===== src/rtl/core/dds_pkg.sv =====
// package for the disk drive spin and seek state machine
// holds state and event codes, item and result structs and widths
// no dependencies
package dds_pkg;

    localparam int ModeW  = 3;
    localparam int TicksW = 16;
    localparam int OutDataW = 16;

    localparam logic [TicksW-1:0] SpinUpTicksRst = 16'd1000;

    // event codes as they arrive on the input tuser
    localparam logic [ModeW-1:0] MODE_TICK      = 3'd0;
    localparam logic [ModeW-1:0] MODE_UP        = 3'd1;
    localparam logic [ModeW-1:0] MODE_DOWN      = 3'd2;
    localparam logic [ModeW-1:0] MODE_SEEK      = 3'd3;
    localparam logic [ModeW-1:0] MODE_INIT_UP   = 3'd4;
    localparam logic [ModeW-1:0] MODE_INIT_DOWN = 3'd5;

    // bit positions of the result tdata
    localparam int OUT_STATE_LSB = 0;
    localparam int OUT_STATE_MSB = 2;
    localparam int OUT_VC        = 3;
    localparam int OUT_BH        = 4;
    localparam int OUT_HO        = 5;
    localparam int OUT_READY     = 6;
    localparam int OUT_LOAD      = 7;
    localparam int OUT_DRV_RDY   = 8;
    localparam int OUT_IGNORED   = 9;

    typedef enum logic [2:0] {
        ST_INITIAL    = 3'd0,
        ST_UNLOADED   = 3'd1,
        ST_SPIN_UP    = 3'd2,
        ST_LOCKED     = 3'd3,
        ST_SEEKING    = 3'd4,
        ST_SPIN_DOWN  = 3'd5
    } t_state;

    localparam logic [2:0] STATE_LOCKED_CODE    = 3'd3;
    localparam logic [2:0] STATE_SPIN_DOWN_CODE = 3'd5;

    typedef enum logic [2:0] {
        EV_TICK      = 3'd0,
        EV_UP        = 3'd1,
        EV_DOWN      = 3'd2,
        EV_SEEK      = 3'd3,
        EV_INIT_UP   = 3'd4,
        EV_INIT_DOWN = 3'd5,
        EV_ELAPSED   = 3'd6,
        EV_INVALID   = 3'd7
    } t_event;

    typedef struct packed {
        logic [ModeW-1:0]  mode;
        logic [TicksW-1:0] seek_ticks;
    } t_item;

    // packed with drive_state in the lowest bits
    typedef struct packed {
        logic       ignored;
        logic       drive_ready;
        logic       load_light;
        logic       ready_light;
        logic       heads_out;
        logic       brush_home;
        logic       volume_check;
        logic [2:0] drive_state;
    } t_result;

endpackage


===== src/rtl/core/dds_in_stage.sv =====
// input register stage of the spin and seek state machine
// holds one accepted transaction until the state logic takes it
// depends on dds_pkg
module dds_in_stage (
    input  logic           i_clk,
    input  logic           i_rst_n,
    input  logic           i_s_tvalid,
    output logic           o_s_tready,
    input  dds_pkg::t_item i_item,
    input  logic           i_take,
    output logic           o_valid,
    output dds_pkg::t_item o_item
);

    logic           r_valid;
    dds_pkg::t_item r_item;

    assign o_s_tready = !r_valid || i_take;
    assign o_valid    = r_valid;
    assign o_item     = r_item;

    always_ff @(posedge i_clk) begin
        if (!i_rst_n) begin
            r_valid <= 1'b0;
        end else if (o_s_tready) begin
            r_valid <= i_s_tvalid;
        end
    end

    always_ff @(posedge i_clk) begin
        if (o_s_tready && i_s_tvalid) begin
            r_item <= i_item;
        end
    end

endmodule


===== src/rtl/core/dds_fsm.sv =====
// spin and seek state machine with countdown timer and status flags
// updates state when the held transaction is taken, gives the result
// depends on dds_pkg
module dds_fsm (
    input  logic                         i_clk,
    input  logic                         i_rst_n,
    input  logic                         i_cfg_wr_en,
    input  logic [dds_pkg::TicksW-1:0]   i_cfg_wr_data,
    input  logic                         i_take,
    input  dds_pkg::t_item               i_item,
    output dds_pkg::t_result             o_result
);

    logic [dds_pkg::TicksW-1:0] r_spin_up_ticks;
    dds_pkg::t_state            r_state;
    dds_pkg::t_state            n_state;
    logic [dds_pkg::TicksW-1:0] r_remaining;
    logic [dds_pkg::TicksW-1:0] n_remaining;
    logic                       r_running;
    logic                       n_running;
    logic                       r_vc;
    logic                       n_vc;
    logic                       r_bh;
    logic                       n_bh;
    logic                       r_ho;
    logic                       n_ho;
    logic                       r_ready_lamp;
    logic                       n_ready_lamp;
    logic                       r_load_lamp;
    logic                       n_load_lamp;

    dds_pkg::t_event            ev;
    logic                       handled;
    logic                       start;
    logic [dds_pkg::TicksW-1:0] start_val;
    logic                       drive_ready;
    logic [dds_pkg::TicksW-1:0] half;

    assign half = {1'b0, r_spin_up_ticks[dds_pkg::TicksW-1:1]};

    // event decode, a tick that runs the timer out becomes elapsed
    always_comb begin
        case (i_item.mode)
            dds_pkg::MODE_TICK: begin
                ev = (r_running && r_remaining <= 16'd1) ? dds_pkg::EV_ELAPSED
                                                         : dds_pkg::EV_TICK;
            end
            dds_pkg::MODE_UP:        ev = dds_pkg::EV_UP;
            dds_pkg::MODE_DOWN:      ev = dds_pkg::EV_DOWN;
            dds_pkg::MODE_SEEK:      ev = dds_pkg::EV_SEEK;
            dds_pkg::MODE_INIT_UP:   ev = dds_pkg::EV_INIT_UP;
            dds_pkg::MODE_INIT_DOWN: ev = dds_pkg::EV_INIT_DOWN;
            default:                 ev = dds_pkg::EV_INVALID;
        endcase
    end

    // next state
    always_comb begin
        n_state = r_state;
        handled = 1'b0;
        case (r_state)
            dds_pkg::ST_INITIAL: begin
                if (ev == dds_pkg::EV_INIT_UP) begin
                    n_state = dds_pkg::ST_LOCKED;
                    handled = 1'b1;
                end else if (ev == dds_pkg::EV_INIT_DOWN) begin
                    n_state = dds_pkg::ST_UNLOADED;
                    handled = 1'b1;
                end
            end
            dds_pkg::ST_UNLOADED: begin
                if (ev == dds_pkg::EV_UP) begin
                    n_state = dds_pkg::ST_SPIN_UP;
                    handled = 1'b1;
                end
            end
            dds_pkg::ST_SPIN_UP: begin
                if (ev == dds_pkg::EV_ELAPSED) begin
                    n_state = dds_pkg::ST_LOCKED;
                    handled = 1'b1;
                end else if (ev == dds_pkg::EV_DOWN) begin
                    n_state = dds_pkg::ST_SPIN_DOWN;
                    handled = 1'b1;
                end
            end
            dds_pkg::ST_LOCKED: begin
                if (ev == dds_pkg::EV_SEEK) begin
                    n_state = dds_pkg::ST_SEEKING;
                    handled = 1'b1;
                end else if (ev == dds_pkg::EV_DOWN) begin
                    n_state = dds_pkg::ST_SPIN_DOWN;
                    handled = 1'b1;
                end
            end
            dds_pkg::ST_SEEKING: begin
                if (ev == dds_pkg::EV_ELAPSED) begin
                    n_state = dds_pkg::ST_LOCKED;
                    handled = 1'b1;
                end else if (ev == dds_pkg::EV_DOWN) begin
                    n_state = dds_pkg::ST_SPIN_DOWN;
                    handled = 1'b1;
                end
            end
            dds_pkg::ST_SPIN_DOWN: begin
                if (ev == dds_pkg::EV_ELAPSED) begin
                    n_state = dds_pkg::ST_UNLOADED;
                    handled = 1'b1;
                end else if (ev == dds_pkg::EV_UP) begin
                    n_state = dds_pkg::ST_SPIN_UP;
                    handled = 1'b1;
                end
            end
            default: begin
                n_state = r_state;
                handled = 1'b0;
            end
        endcase
    end

    // flags, lamps and timer
    always_comb begin
        n_vc         = r_vc;
        n_bh         = r_bh;
        n_ho         = r_ho;
        n_ready_lamp = r_ready_lamp;
        n_load_lamp  = r_load_lamp;
        drive_ready  = 1'b0;
        start        = 1'b0;
        start_val    = r_spin_up_ticks;
        case (r_state)
            dds_pkg::ST_INITIAL: begin
                if (ev == dds_pkg::EV_INIT_UP) begin
                    n_load_lamp  = 1'b0;
                    n_ready_lamp = 1'b1;
                    n_vc         = 1'b1;
                    n_bh         = 1'b1;
                    n_ho         = 1'b1;
                    drive_ready  = 1'b1;
                end
            end
            dds_pkg::ST_UNLOADED: begin
                if (ev == dds_pkg::EV_UP) begin
                    n_load_lamp = 1'b0;
                    start       = 1'b1;
                    start_val   = r_spin_up_ticks;
                end
            end
            dds_pkg::ST_SPIN_UP: begin
                if (ev == dds_pkg::EV_ELAPSED) begin
                    n_ready_lamp = 1'b1;
                    n_vc         = 1'b1;
                    n_ho         = 1'b1;
                    drive_ready  = 1'b1;
                end else if (ev == dds_pkg::EV_DOWN) begin
                    n_ready_lamp = 1'b0;
                    n_ho         = 1'b0;
                    start        = 1'b1;
                    start_val    = half;
                end
            end
            dds_pkg::ST_LOCKED: begin
                if (ev == dds_pkg::EV_SEEK) begin
                    n_ready_lamp = 1'b0;
                    start        = 1'b1;
                    start_val    = i_item.seek_ticks;
                end else if (ev == dds_pkg::EV_DOWN) begin
                    n_ready_lamp = 1'b0;
                    n_ho         = 1'b0;
                    start        = 1'b1;
                    start_val    = r_spin_up_ticks;
                end
            end
            dds_pkg::ST_SEEKING: begin
                if (ev == dds_pkg::EV_ELAPSED) begin
                    n_ready_lamp = 1'b1;
                    drive_ready  = 1'b1;
                end else if (ev == dds_pkg::EV_DOWN) begin
                    n_ready_lamp = 1'b0;
                    n_ho         = 1'b0;
                    start        = 1'b1;
                    start_val    = half;
                end
            end
            dds_pkg::ST_SPIN_DOWN: begin
                if (ev == dds_pkg::EV_ELAPSED) begin
                    n_load_lamp = 1'b1;
                end else if (ev == dds_pkg::EV_UP) begin
                    start     = 1'b1;
                    start_val = half;
                end
            end
            default: begin
                drive_ready = 1'b0;
            end
        endcase

        n_remaining = r_remaining;
        n_running   = r_running;
        if (ev == dds_pkg::EV_ELAPSED) begin
            n_remaining = '0;
            n_running   = 1'b0;
        end else if (ev == dds_pkg::EV_TICK && r_running) begin
            n_remaining = r_remaining - 16'd1;
        end
        if (start) begin
            n_remaining = start_val;
            n_running   = 1'b1;
        end
    end

    always_comb begin
        o_result.drive_state  = n_state;
        o_result.volume_check = n_vc;
        o_result.brush_home   = n_bh;
        o_result.heads_out    = n_ho;
        o_result.ready_light  = n_ready_lamp;
        o_result.load_light   = n_load_lamp;
        o_result.drive_ready  = drive_ready;
        o_result.ignored      = (ev != dds_pkg::EV_TICK) && !handled;
    end

    always_ff @(posedge i_clk) begin
        if (!i_rst_n) begin
            r_spin_up_ticks <= dds_pkg::SpinUpTicksRst;
        end else if (i_cfg_wr_en) begin
            r_spin_up_ticks <= i_cfg_wr_data;
        end
    end

    always_ff @(posedge i_clk) begin
        if (!i_rst_n) begin
            r_state      <= dds_pkg::ST_INITIAL;
            r_remaining  <= '0;
            r_running    <= 1'b0;
            r_vc         <= 1'b0;
            r_bh         <= 1'b0;
            r_ho         <= 1'b0;
            r_ready_lamp <= 1'b0;
            r_load_lamp  <= 1'b0;
        end else if (i_take) begin
            r_state      <= n_state;
            r_remaining  <= n_remaining;
            r_running    <= n_running;
            r_vc         <= n_vc;
            r_bh         <= n_bh;
            r_ho         <= n_ho;
            r_ready_lamp <= n_ready_lamp;
            r_load_lamp  <= n_load_lamp;
        end
    end

endmodule


===== src/rtl/core/dds_out_stage.sv =====
// result register stage of the spin and seek state machine
// decides when the held transaction advances and holds the result
// depends on dds_pkg
module dds_out_stage (
    input  logic             i_clk,
    input  logic             i_rst_n,
    input  logic             i_valid,
    input  dds_pkg::t_result i_result,
    output logic             o_take,
    output logic             o_m_tvalid,
    input  logic             i_m_tready,
    output dds_pkg::t_result o_result
);

    logic             r_valid;
    dds_pkg::t_result r_result;

    assign o_take     = i_valid && (!r_valid || i_m_tready);
    assign o_m_tvalid = r_valid;
    assign o_result   = r_result;

    always_ff @(posedge i_clk) begin
        if (!i_rst_n) begin
            r_valid <= 1'b0;
        end else if (o_take) begin
            r_valid <= 1'b1;
        end else if (i_m_tready) begin
            r_valid <= 1'b0;
        end
    end

    always_ff @(posedge i_clk) begin
        if (o_take) begin
            r_result <= i_result;
        end
    end

endmodule


===== src/rtl/core/disk_drive_spin_seek_fsm.sv =====
// top level of the cartridge disk drive spin and seek state machine
// input stage, state machine and result stage; depends on dds_pkg
//
// usage
//   slave stream: tuser carries the event code, tdata the seek duration
//   in ticks. every accepted transaction gives exactly one result
//   transaction on the master stream with state, flags and lamps.
//   the spin time register is written through i_cfg_wr_en and
//   i_cfg_wr_data while no transaction is in flight.
// throughput
//   one transaction per cycle is sustained while the receiver keeps tready high;
//   the state update sits in a single pass between the input register and the
//   result register.
// reset
//   synchronous active-low reset empties both stages, returns the machine
//   to initial with timer stopped, flags and lamps off, and loads 1000
//   into the spin time register.
// stall
//   when the receiver holds tready low the result holds and the input
//   register fills, after which the slave tready drops.
module disk_drive_spin_seek_fsm (
    input  logic        i_clk,
    input  logic        i_rst_n,
    input  logic        s_axis_tvalid,
    output logic        s_axis_tready,
    input  logic [15:0] s_axis_tdata,   // seek_ticks[15:0]
    input  logic [2:0]  s_axis_tuser,   // mode[2:0]
    output logic        m_axis_tvalid,
    input  logic        m_axis_tready,
    // drive_state[2:0], volume_check[3], brush_home[4], heads_out[5],
    // ready_light[6], load_light[7], drive_ready[8], ignored[9], zero[15:10]
    output logic [15:0] m_axis_tdata,
    input  logic        i_cfg_wr_en,
    input  logic [15:0] i_cfg_wr_data
);

    dds_pkg::t_item   in_item;
    dds_pkg::t_item   held_item;
    dds_pkg::t_result fsm_result;
    dds_pkg::t_result out_result;
    logic             held_valid;
    logic             take;

    assign in_item.mode       = s_axis_tuser;
    assign in_item.seek_ticks = s_axis_tdata;

    dds_in_stage u_in_stage (
        .i_clk      (i_clk),
        .i_rst_n    (i_rst_n),
        .i_s_tvalid (s_axis_tvalid),
        .o_s_tready (s_axis_tready),
        .i_item     (in_item),
        .i_take     (take),
        .o_valid    (held_valid),
        .o_item     (held_item)
    );

    dds_fsm u_fsm (
        .i_clk         (i_clk),
        .i_rst_n       (i_rst_n),
        .i_cfg_wr_en   (i_cfg_wr_en),
        .i_cfg_wr_data (i_cfg_wr_data),
        .i_take        (take),
        .i_item        (held_item),
        .o_result      (fsm_result)
    );

    dds_out_stage u_out_stage (
        .i_clk      (i_clk),
        .i_rst_n    (i_rst_n),
        .i_valid    (held_valid),
        .i_result   (fsm_result),
        .o_take     (take),
        .o_m_tvalid (m_axis_tvalid),
        .i_m_tready (m_axis_tready),
        .o_result   (out_result)
    );

    assign m_axis_tdata = {{(dds_pkg::OutDataW - $bits(dds_pkg::t_result)){1'b0}}, out_result};

endmodule


===== config.mk =====
export PLATFORM = sky130hd
export DESIGN_NAME = disk_drive_spin_seek_fsm
export DESIGN_NICKNAME = d
export VERILOG_FILES = /design/src/rtl/core/dds_pkg.sv /design/src/rtl/core/dds_in_stage.sv /design/src/rtl/core/dds_fsm.sv /design/src/rtl/core/dds_out_stage.sv /design/src/rtl/core/disk_drive_spin_seek_fsm.sv
export SDC_FILE = /design/constraint.sdc
export NUM_CORES = 1
export LEC_CHECK = 0
export BUFFER_PORTS_ARGS = -buffer_cell sky130_fd_sc_hd__buf_2
export CORE_AREA = 5 5 105 107
export DETAILED_ROUTE_END_ITERATION = 10
export DIE_AREA = 0 0 110 112
export PLACE_DENSITY = 0.56
export SKIP_CTS_REPAIR_TIMING = 1
export SLEW_MARGIN = 20
export SYNTH_ARGS = -nofsm -noshare
export SYNTH_HDL_FRONTEND = slang
export SYNTH_SLANG_ARGS = --single-unit

===== constraint.sdc =====
create_clock -name i_clk -period 2.7 [get_ports i_clk]
set_input_delay 0.405 -clock i_clk [delete_from_list [all_inputs] [get_ports i_clk]]
set_output_delay 0.405 -clock i_clk [all_outputs]
set_load 0.02 [all_outputs]

==> results.toml, run 1 <==
[status]
outcome = "complete, no violations"

[clocking]
root_buffer = "clkbuf_8"
cts_max_level = 3
clkSinkCount = 72
cts_buffers = 9
clk_pin_slew_ns = 0.08
clockBufferDepth = 2
worstSkewPairLatency_ns = 0.36
tritoncts = "done"

[worst_setup_path]
r2r_cells = 7
cpMaxStageDelayCell = "edfxtp_1"
crit_cells = 7
required_ns = 2.98
crit_buf_inv = 1
critPathTopFamily = "simple AND/OR/NAND/NOR gates"
setup.worst_path.end_class = "flip-flop"
criticalPathCategory = "flip-flop to flip-flop"
cp_slowest_stage_delay_ns = 0.59
cp_max_fo = 17
worstPathCellList = "nor4b_2 > o2111ai_2 > nor2_2 > buf_4 > a31oi_1 > or3_1 > a21oi_1"
crit_path_start_kind = "flip-flop"
worstPathArrival_ns = 2.73

[min_path]
hold-path-cell-count = 1
hp-class = "input port to flip-flop"

[detailed_routing]
wl_per_cell_um = 16.86
viasPerCell = 5.623
drt-total-wl_um = 10150
maxUsedRoutingLayer = "met4"
drt_iter0_drc = 382
drt-met1-wl_um = 4844
dr_wl_met2_um = 4422
postRouteAntennaNets = 0
wl_met3_um = 767
drcViolationCount = 0
drtPass1Iterations = 5
routed-via-count = 3385

[synthesis]
synth_most_common_cell = "nand2_1"
syn_inst = 409
ys.flop_type = "dfxtp_1"
yosys_warnings = 0
ys_top_cells_by_count = "nand2_1, dfxtp_1, nor2_1, edfxtp_1, a21oi_1"
synthArstFlopShare = 0
syn_area_um2 = 3857
synth_edf_count = 29
yosysTopAreaCellShare = 0.2258
netlist_top_cells_area = "edfxtp_1, dfxtp_1, nand2_1, mux2i_1, a21oi_1"
synth_seq_area_share = 0.4489
syn_avg_cell_area_um2 = 9.431
yosys.area.top_type = "edfxtp_1"
yosys.cell_types.count = 68
ys_ff_latch = 72

[power]
leakage_nw = 1.789
ir_worst_vdd_uv = 294.4
powerDensity_nw_per_um2 = 552.1

[grt]
grt.total_usage = 0.1721
antenna_found_initial = 0
grt_pass1_wl_um = 16840
grt_overflow = 0
grt_pass1_vias = 3208
grt_max_degree = 24

[timing]
fin_skew_ns = 0.01412
rsz0062_at_grt = "false"
slew_headroom = 0.4537
fin_crit_sh = 0.9070
timing.final.hold_violations = 0
tightest_slew_ns = 0.8194
max_clock_freq_mhz = 408.3
maxSlewViolCount = 0
period_needed_ns = 2.449
fin_tns_setup_ns = 0
setup_viol = 0

[job]
maxCapViolCount = 0

[placed_design]
routabilityCongestion = 0.9630
hpwl_um = 7377
io_buffers = 51
place_area_um2 = 4238

[die]
io_pins = 58
die_x_um = 110
dieHeight_um = 112
core_area_um2 = 10050
initial_core_util = 0.3840
num_rows = 37
die_area_um2 = 12320

[finish]
nets = 503
layout-drive-gt1-share = 0.2253
diodes = 0
area.growth.synth_to_final_pct = 15.18
fin_area_um2 = 4443
cell usage in the layout (no fill, tap or decap), types with 12 or more instances in the layout:
| master | instances |
|---|---|
| a21oi_1 | 27 |
| buf_2 | 51 |
| buf_4 | 19 |
| dfxtp_1 | 43 |
| edfxtp_1 | 29 |
| mux2i_1 | 16 |
| nand2_1 | 48 |
| nand3_1 | 12 |
| nor2_1 | 33 |
| o21ai_0 | 15 |
state kept, by name, indices dropped and copies added, names as in the netlist, 3 cells and up:
signal,flops
u_in_stage.o_item,19
u_out_stage.o_result,10
u_fsm.r_spin_up_ticks,16
u_fsm.r_state,3
u_fsm.r_remaining,16
where the power goes:
group | total, W | switching (W) | internal (W) | leakage [nW]
clock | 0.000879 | 0.000441 | 0.000438 | 0.0998
sequential | 0.00123 | 0.0000442 | 0.00118 | 0.633
combinational | 0.000345 | 0.000205 | 0.000140 | 1.06
stage by stage:
step	util	std cells	hold WS (ns)	worst slack (ns)	power, W
finish	0.4423	602	0.2234	0.2511	0.002453
global route	0.4423	602	0.2022	0.1272	0.002569
CTS	0.4420	602	0.2042	0.1899	0.002474
detailed placement	0.4218	586	0.4490	0.2321	0.001593
global placement	0.4218	586	0.4416	0.2522	0.001593
floorplan	-	414	0.4293	0.6868	0.001490
routing by layer:
layer,up-vias,GRT usage
li1,1629,-
met1,1592,0.2603
met2,154,0.2443
met3,10,0.03188
met4,0,0.05569
met5,-,0
worst paths after layout:
check                                                      from                              end  slack [ns]
worst max-delay path            u_in_stage.o_item[16]$_DFFE_PP_   u_fsm.r_load_lamp$_SDFFE_PN0P_        0.25
worst min register to register          u_fsm.r_vc$_SDFFE_PN0P_          u_fsm.r_vc$_SDFFE_PN0P_        0.46
worst max register to register  u_in_stage.o_item[16]$_DFFE_PP_   u_fsm.r_load_lamp$_SDFFE_PN0P_        0.25
worst min-delay path                           s_axis_tdata[11]  u_in_stage.o_item[11]$_DFFE_PP_        0.22
kinds of logic after synthesis:
| logic type | count (synthesis) | synth area share |
|---|---|---|
| compound gates | 120 | 0.2332 |
| xor+xnor | 4 | 0.009084 |
| fa+ha+maj | 2 | 0.006486 |
| buf+inv | 41 | 0.06033 |
| flops | 72 | 0.4489 |
| mux | 16 | 0.04152 |
| other cells | 1 | 0.0009721 |
| simple gates | 153 | 0.1995 |
final cells by class:
class	count	area, µm²
Multi-Input combinational cell	301	1914
Timing Repair Buffer	70	397.9
Fill cell	995	5603
Tap cell	136	170.2
Clock buffer	9	123.9
Clock inverter	7	78.83
Inverter	7	26.28
Sequential cell	72	1732
Note: power is estimated with default switching activity, not from simulation.
==> run 2, diff against run 1 <==
--- a/config.mk
+++ b/config.mk
@@ -9,7 +9,7 @@
 export CORE_AREA = 5 5 105 107
 export DETAILED_ROUTE_END_ITERATION = 10
 export DIE_AREA = 0 0 110 112
-export PLACE_DENSITY = 0.56
+export PLACE_DENSITY = 0.57
 export SKIP_CTS_REPAIR_TIMING = 1
 export SLEW_MARGIN = 20
 export SYNTH_ARGS = -nofsm -noshare
==> results.toml, run 2 (synthesis results as in run 1) <==
[placed_design]
io_buffers = 51
routabilityCongestion = 0.9587
hpwl_um = 7263
place_area_um2 = 4238
pre_cts_ws_ns = 0.2316

[grt]
grt_overflow = 0
antenna_found_initial = 0
gr-usage-met2 = 0.2338
grt_max_degree = 24
grt_pass1_wl_um = 16360
met1_usage = 0.2413
grt_pass1_vias = 3235
grt_use_met3 = 0.03768
grt.total_usage = 0.1662
top_usage_layer = "met1"

[timing]
max_clock_freq_mhz = 397.4
rsz0062_at_grt = "false"
maxSlewViolCount = 0
timing.final.hold_violations = 0
fin_crit_sh = 0.9321
period_needed_ns = 2.517
tightest_slew_ns = 0.7958
slew_headroom = 0.4694
fin_skew_ns = 0.008873
fin_ws_ns = 0.1834
fin_tns_setup_ns = 0
setup_viol = 0

[job]
maxCapViolCount = 0

[power]
powerDensity_nw_per_um2 = 564.8
ir_worst_vdd_uv = 308.8
leakage_nw = 1.788

[finish]
mostFrequentLayoutCell = "buf_2"
layout_common_cells = "buf_2, nand2_1, dfxtp_1, nor2_1, edfxtp_1"
fin_area_um2 = 4458
layout-drive-gt1-share = 0.2232
area.growth.synth_to_final_pct = 15.57
diodes = 0
nets = 503
largest_reg_flops = 19

[worst_setup_path]
cpMaxStageDelayCell = "o41a_2"
crit_buf_inv = 1
criticalPathCategory = "flip-flop to flip-flop"
required_ns = 2.79
worstPathArrival_ns = 2.61
r2r_cells = 6
cp_slowest_stage_delay_ns = 0.51
ff2ff_setup_slack_ns = 0.18
worstPathCellList = "inv_1 > ha_1 > o2111ai_2 > or2_1 > o22ai_1 > o41a_2"
endpoint = "u_out_stage.o_result[6]$_DFFE_PP_"
startpoint = "u_fsm.r_remaining[0]$_SDFFE_PN0P_"
cp_max_fo = 11
r2r-start = "u_fsm.r_remaining[0]$_SDFFE_PN0P_"
crit_path_start_kind = "flip-flop"
critPathTopFamily = "compound AO/OA/AOI/OAI gates"
crit_cells = 6
worstReg2RegEnd = "u_out_stage.o_result[6]$_DFFE_PP_"
setup.worst_path.end_class = "flip-flop"

[detailed_routing]
drcViolationCount = 0
drt_iter0_drc = 298
postRouteAntennaNets = 0
routed-via-count = 3340
viasPerCell = 5.548
drtPass1Iterations = 5
drt-total-wl_um = 9879
wl_per_cell_um = 16.41

[die]
dieHeight_um = 112
initial_core_util = 0.3840
num_rows = 37
core_area_um2 = 10050
io_pins = 58
die_x_um = 110
die_area_um2 = 12320

[clocking]
clk_pin_slew_ns = 0.08
clkSinkCount = 72
tritoncts = "done"
cts_max_level = 3
clockBufferDepth = 2
worstSkewPairLatency_ns = 0.35
root_buffer = "clkbuf_8"
cts_buffers = 9

[min_path]
hp-class = "input port to flip-flop"

[status]
outcome = "complete, no violations"
[run 2: changes by cell type in the layout (fill, tap and decap cells not counted)]
cell,change
bufinv_16,+1
clkinvlp_4,+1
inv_6,-2
or2_1,+1
inv_8,-1
or2_4,-1
clkinv_4,+1
[run 2: final cells by class]
type | instances | area [µm²]
flip-flops and latches | 72 | 1732
inverters | 7 | 26.28
multi-input cells | 301 | 1912
clock buffers | 9 | 123.9
well taps | 136 | 170.2
repair buffers | 70 | 397.9
fillers | 998 | 5588
clock inverters | 7 | 96.34
[run 2: metrics by stage]
step,total power (W),utilization,instances,hold slack [ns]
2_1_floorplan,0.001490,-,414,0.4293
3_3_place_gp,0.001596,0.4218,586,0.4416
3_5_place_dp,0.001594,0.4218,586,0.4555
4_1_cts,0.002538,0.4438,602,0.2088
5_1_grt,0.002629,0.4438,602,0.2040
6_report,0.002518,0.4438,602,0.2253
[run 2: where the power goes]
part / internal [W] / switching, W / total (W)
clock: 0.000520 / 0.000427 / 0.000947
combinational: 0.000141 / 0.000201 / 0.000343
sequential: 0.00118 / 0.0000444 / 0.00123
total: 0.00185 / 0.000673 / 0.00252
[run 2: layer usage]
metal	up-vias	part of all wire
met5	-	0
met4	0	0.019
met3	15	0.069
met2	140	0.43
met1	1557	0.49
li1	1628	-
[run 2: how the worst min path moves through the flow]
stage / slack (ns) / cells after the start / startpoint / to
3_5_place_dp: 0.46 / 2 / u_fsm.r_bh$_SDFFE_PN0P_ / u_fsm.r_bh$_SDFFE_PN0P_
6_report: 0.23 / 1 / s_axis_tdata[3] / u_in_stage.o_item[3]$_DFFE_PP_
3_3_place_gp: 0.44 / 1 / u_fsm.r_vc$_SDFFE_PN0P_ / u_fsm.r_vc$_SDFFE_PN0P_
2_1_floorplan: 0.43 / 2 / u_fsm.r_bh$_SDFFE_PN0P_ / u_fsm.r_bh$_SDFFE_PN0P_
4_1_cts: 0.21 / 1 / s_axis_tdata[0] / u_in_stage.o_item[0]$_DFFE_PP_
5_1_grt: 0.20 / 1 / s_axis_tdata[3] / u_in_stage.o_item[3]$_DFFE_PP_
[run 2: worst reg2reg max path, delay by kind of cell, from the launching register on]
kind | cells | cell delay, ns
simple gates | 1 | 0.43
fa+ha+maj | 1 | 0.26
buf+inv | 1 | 0.09
compound gates | 3 | 1.06
flops | 1 | 0.41
==> run 3, diff against run 2 <==
--- a/config.mk
+++ b/config.mk
@@ -6,10 +6,12 @@
 export NUM_CORES = 1
 export LEC_CHECK = 0
 export BUFFER_PORTS_ARGS = -buffer_cell sky130_fd_sc_hd__buf_2
-export CORE_AREA = 5 5 105 107
+export CELL_PAD_IN_SITES_DETAIL_PLACEMENT = 1
+export CELL_PAD_IN_SITES_GLOBAL_PLACEMENT = 2
+export CORE_AREA = 5 5 111 113
 export DETAILED_ROUTE_END_ITERATION = 10
-export DIE_AREA = 0 0 110 112
-export PLACE_DENSITY = 0.57
+export DIE_AREA = 0 0 116 118
+export PLACE_DENSITY = 0.77
 export SKIP_CTS_REPAIR_TIMING = 1
 export SLEW_MARGIN = 20
 export SYNTH_ARGS = -nofsm -noshare
==> results.toml, run 3 (synthesis results as in run 1) <==
[status]
outcome = "complete, no violations"

[detailed_routing]
wl_per_cell_um = 19.14
drt-total-wl_um = 11730
drtPass1Iterations = 5
postRouteAntennaNets = 0
viasPerCell = 5.630
drcViolationCount = 0
routed-via-count = 3451
drt_iter0_drc = 215

[finish]
diodes = 0
largest_reg_flops = 19
nets = 507
layout_common_cells = "buf_2, nand2_1, dfxtp_1, nor2_1, edfxtp_1"
mostFrequentLayoutCell = "buf_2"
fin_cells = 613
area.growth.synth_to_final_pct = 19.01
layout-drive-gt1-share = 0.2319

[power]
p_seq_frac = 0.438
leakage_nw = 1.850
swShare = 0.2694
p_int_w = 0.002055
power_frac_comb = 0.129
power_w = 0.002813
clock_power_share = 0.433
switching_power_w = 0.0007579
powerDensity_nw_per_um2 = 612.8
ir_worst_vdd_uv = 282.3

[timing]
fin_crit_sh = 0.9451
fin_tns_setup_ns = 0
fin_ws_ns = 0.1482
max_clock_freq_mhz = 391.9
rsz0062_at_grt = "false"
slew_headroom = 0.4281
setup_viol = 0
maxSlewViolCount = 0
timing.final.hold_violations = 0
period_needed_ns = 2.552
fin_skew_ns = 0.01051
tightest_slew_ns = 0.8579
whs_ns = 0.2363

[die]
die_x_um = 116
dieHeight_um = 118
io_pins = 58
die_area_um2 = 13690
core_area_um2 = 11220
initial_core_util = 0.3437
num_rows = 39

[worst_setup_path]
cpMaxStageDelayCell = "o41a_2"
crit_path_start_kind = "flip-flop"
cp_max_fo = 11
required_ns = 2.77
cp_slowest_stage_delay_ns = 0.51
worstPathArrival_ns = 2.63
ff2ff_setup_slack_ns = 0.15
critPathTopFamily = "compound AO/OA/AOI/OAI gates"
criticalPathCategory = "flip-flop to flip-flop"
worstPathCellList = "inv_1 > ha_1 > o2111ai_2 > or2_1 > o22ai_1 > o41a_2"
setup.worst_path.end_class = "flip-flop"
crit_buf_inv = 1

[placed_design]
dp.cells = 591
io_buffers = 51
hpwl_um = 8466
routabilityCongestion = 0.8680
pre_cts_ws_ns = 0.1364

[clocking]
tritoncts = "done"
clkSinkCount = 72
cts_max_level = 3
clockBufferDepth = 2
root_buffer = "clkbuf_16"
cts_buffers = 9
worstSkewPairLatency_ns = 0.34
clk_pin_slew_ns = 0.06

[grt]
grt_overflow = 0
antenna_found_initial = 0
grt_pass1_wl_um = 19060
grt_pass1_vias = 3535
grt.total_usage = 0.1767
grt_max_degree = 24

[job]
maxCapViolCount = 0

[min_path]
hp-class = "input port to flip-flop"
[run 3: cell type report]
class	instances	area [µm²]
inverters	7	26.28
fillers	1328	6633
multi-input cells	301	1921
well taps	143	178.9
repair buffers	74	427.9
clock inverters	7	80.08
clock buffers	9	225.2
flip-flops and latches	72	1732
[run 3: routing by layer]
metal  GRT usage  up-vias  part of all wire
met4     0.05801        0             0.014
met5           0        -                 0
met1      0.2587     1690              0.49
li1            -     1645                 -
met3     0.02776       13             0.051
met2      0.2637      103              0.45
[run 3: worst paths after layout]
check | to | start | cells after the start
worst max-delay path | u_out_stage.o_result[6]$_DFFE_PP_ | u_fsm.r_remaining[0]$_SDFFE_PN0P_ | 6
worst min-delay path | u_in_stage.o_item[1]$_DFFE_PP_ | s_axis_tdata[1] | 1
worst max register to register | u_out_stage.o_result[6]$_DFFE_PP_ | u_fsm.r_remaining[0]$_SDFFE_PN0P_ | 6
worst min register to register | u_fsm.r_vc$_SDFFE_PN0P_ | u_fsm.r_vc$_SDFFE_PN0P_ | 1
[run 3: per-stage QoR]
step / util / area [µm²]
2_1_floorplan: - / 3876
3_3_place_gp: 0.3770 / 4232
3_5_place_dp: 0.3770 / 4232
4_1_cts: 0.4042 / 4537
5_1_grt: 0.4090 / 4591
6_report: 0.4090 / 4591
[run 3: power groups by stage]
stage          logic, W  registers (W)  clock network [W]
2_1_floorplan  0.000247        0.00124                  0
3_3_place_gp   0.000347        0.00125                  0
3_5_place_dp   0.000351        0.00126                  0
4_1_cts        0.000354        0.00123            0.00124
5_1_grt        0.000399        0.00124            0.00128
6_report       0.000363        0.00123            0.00122
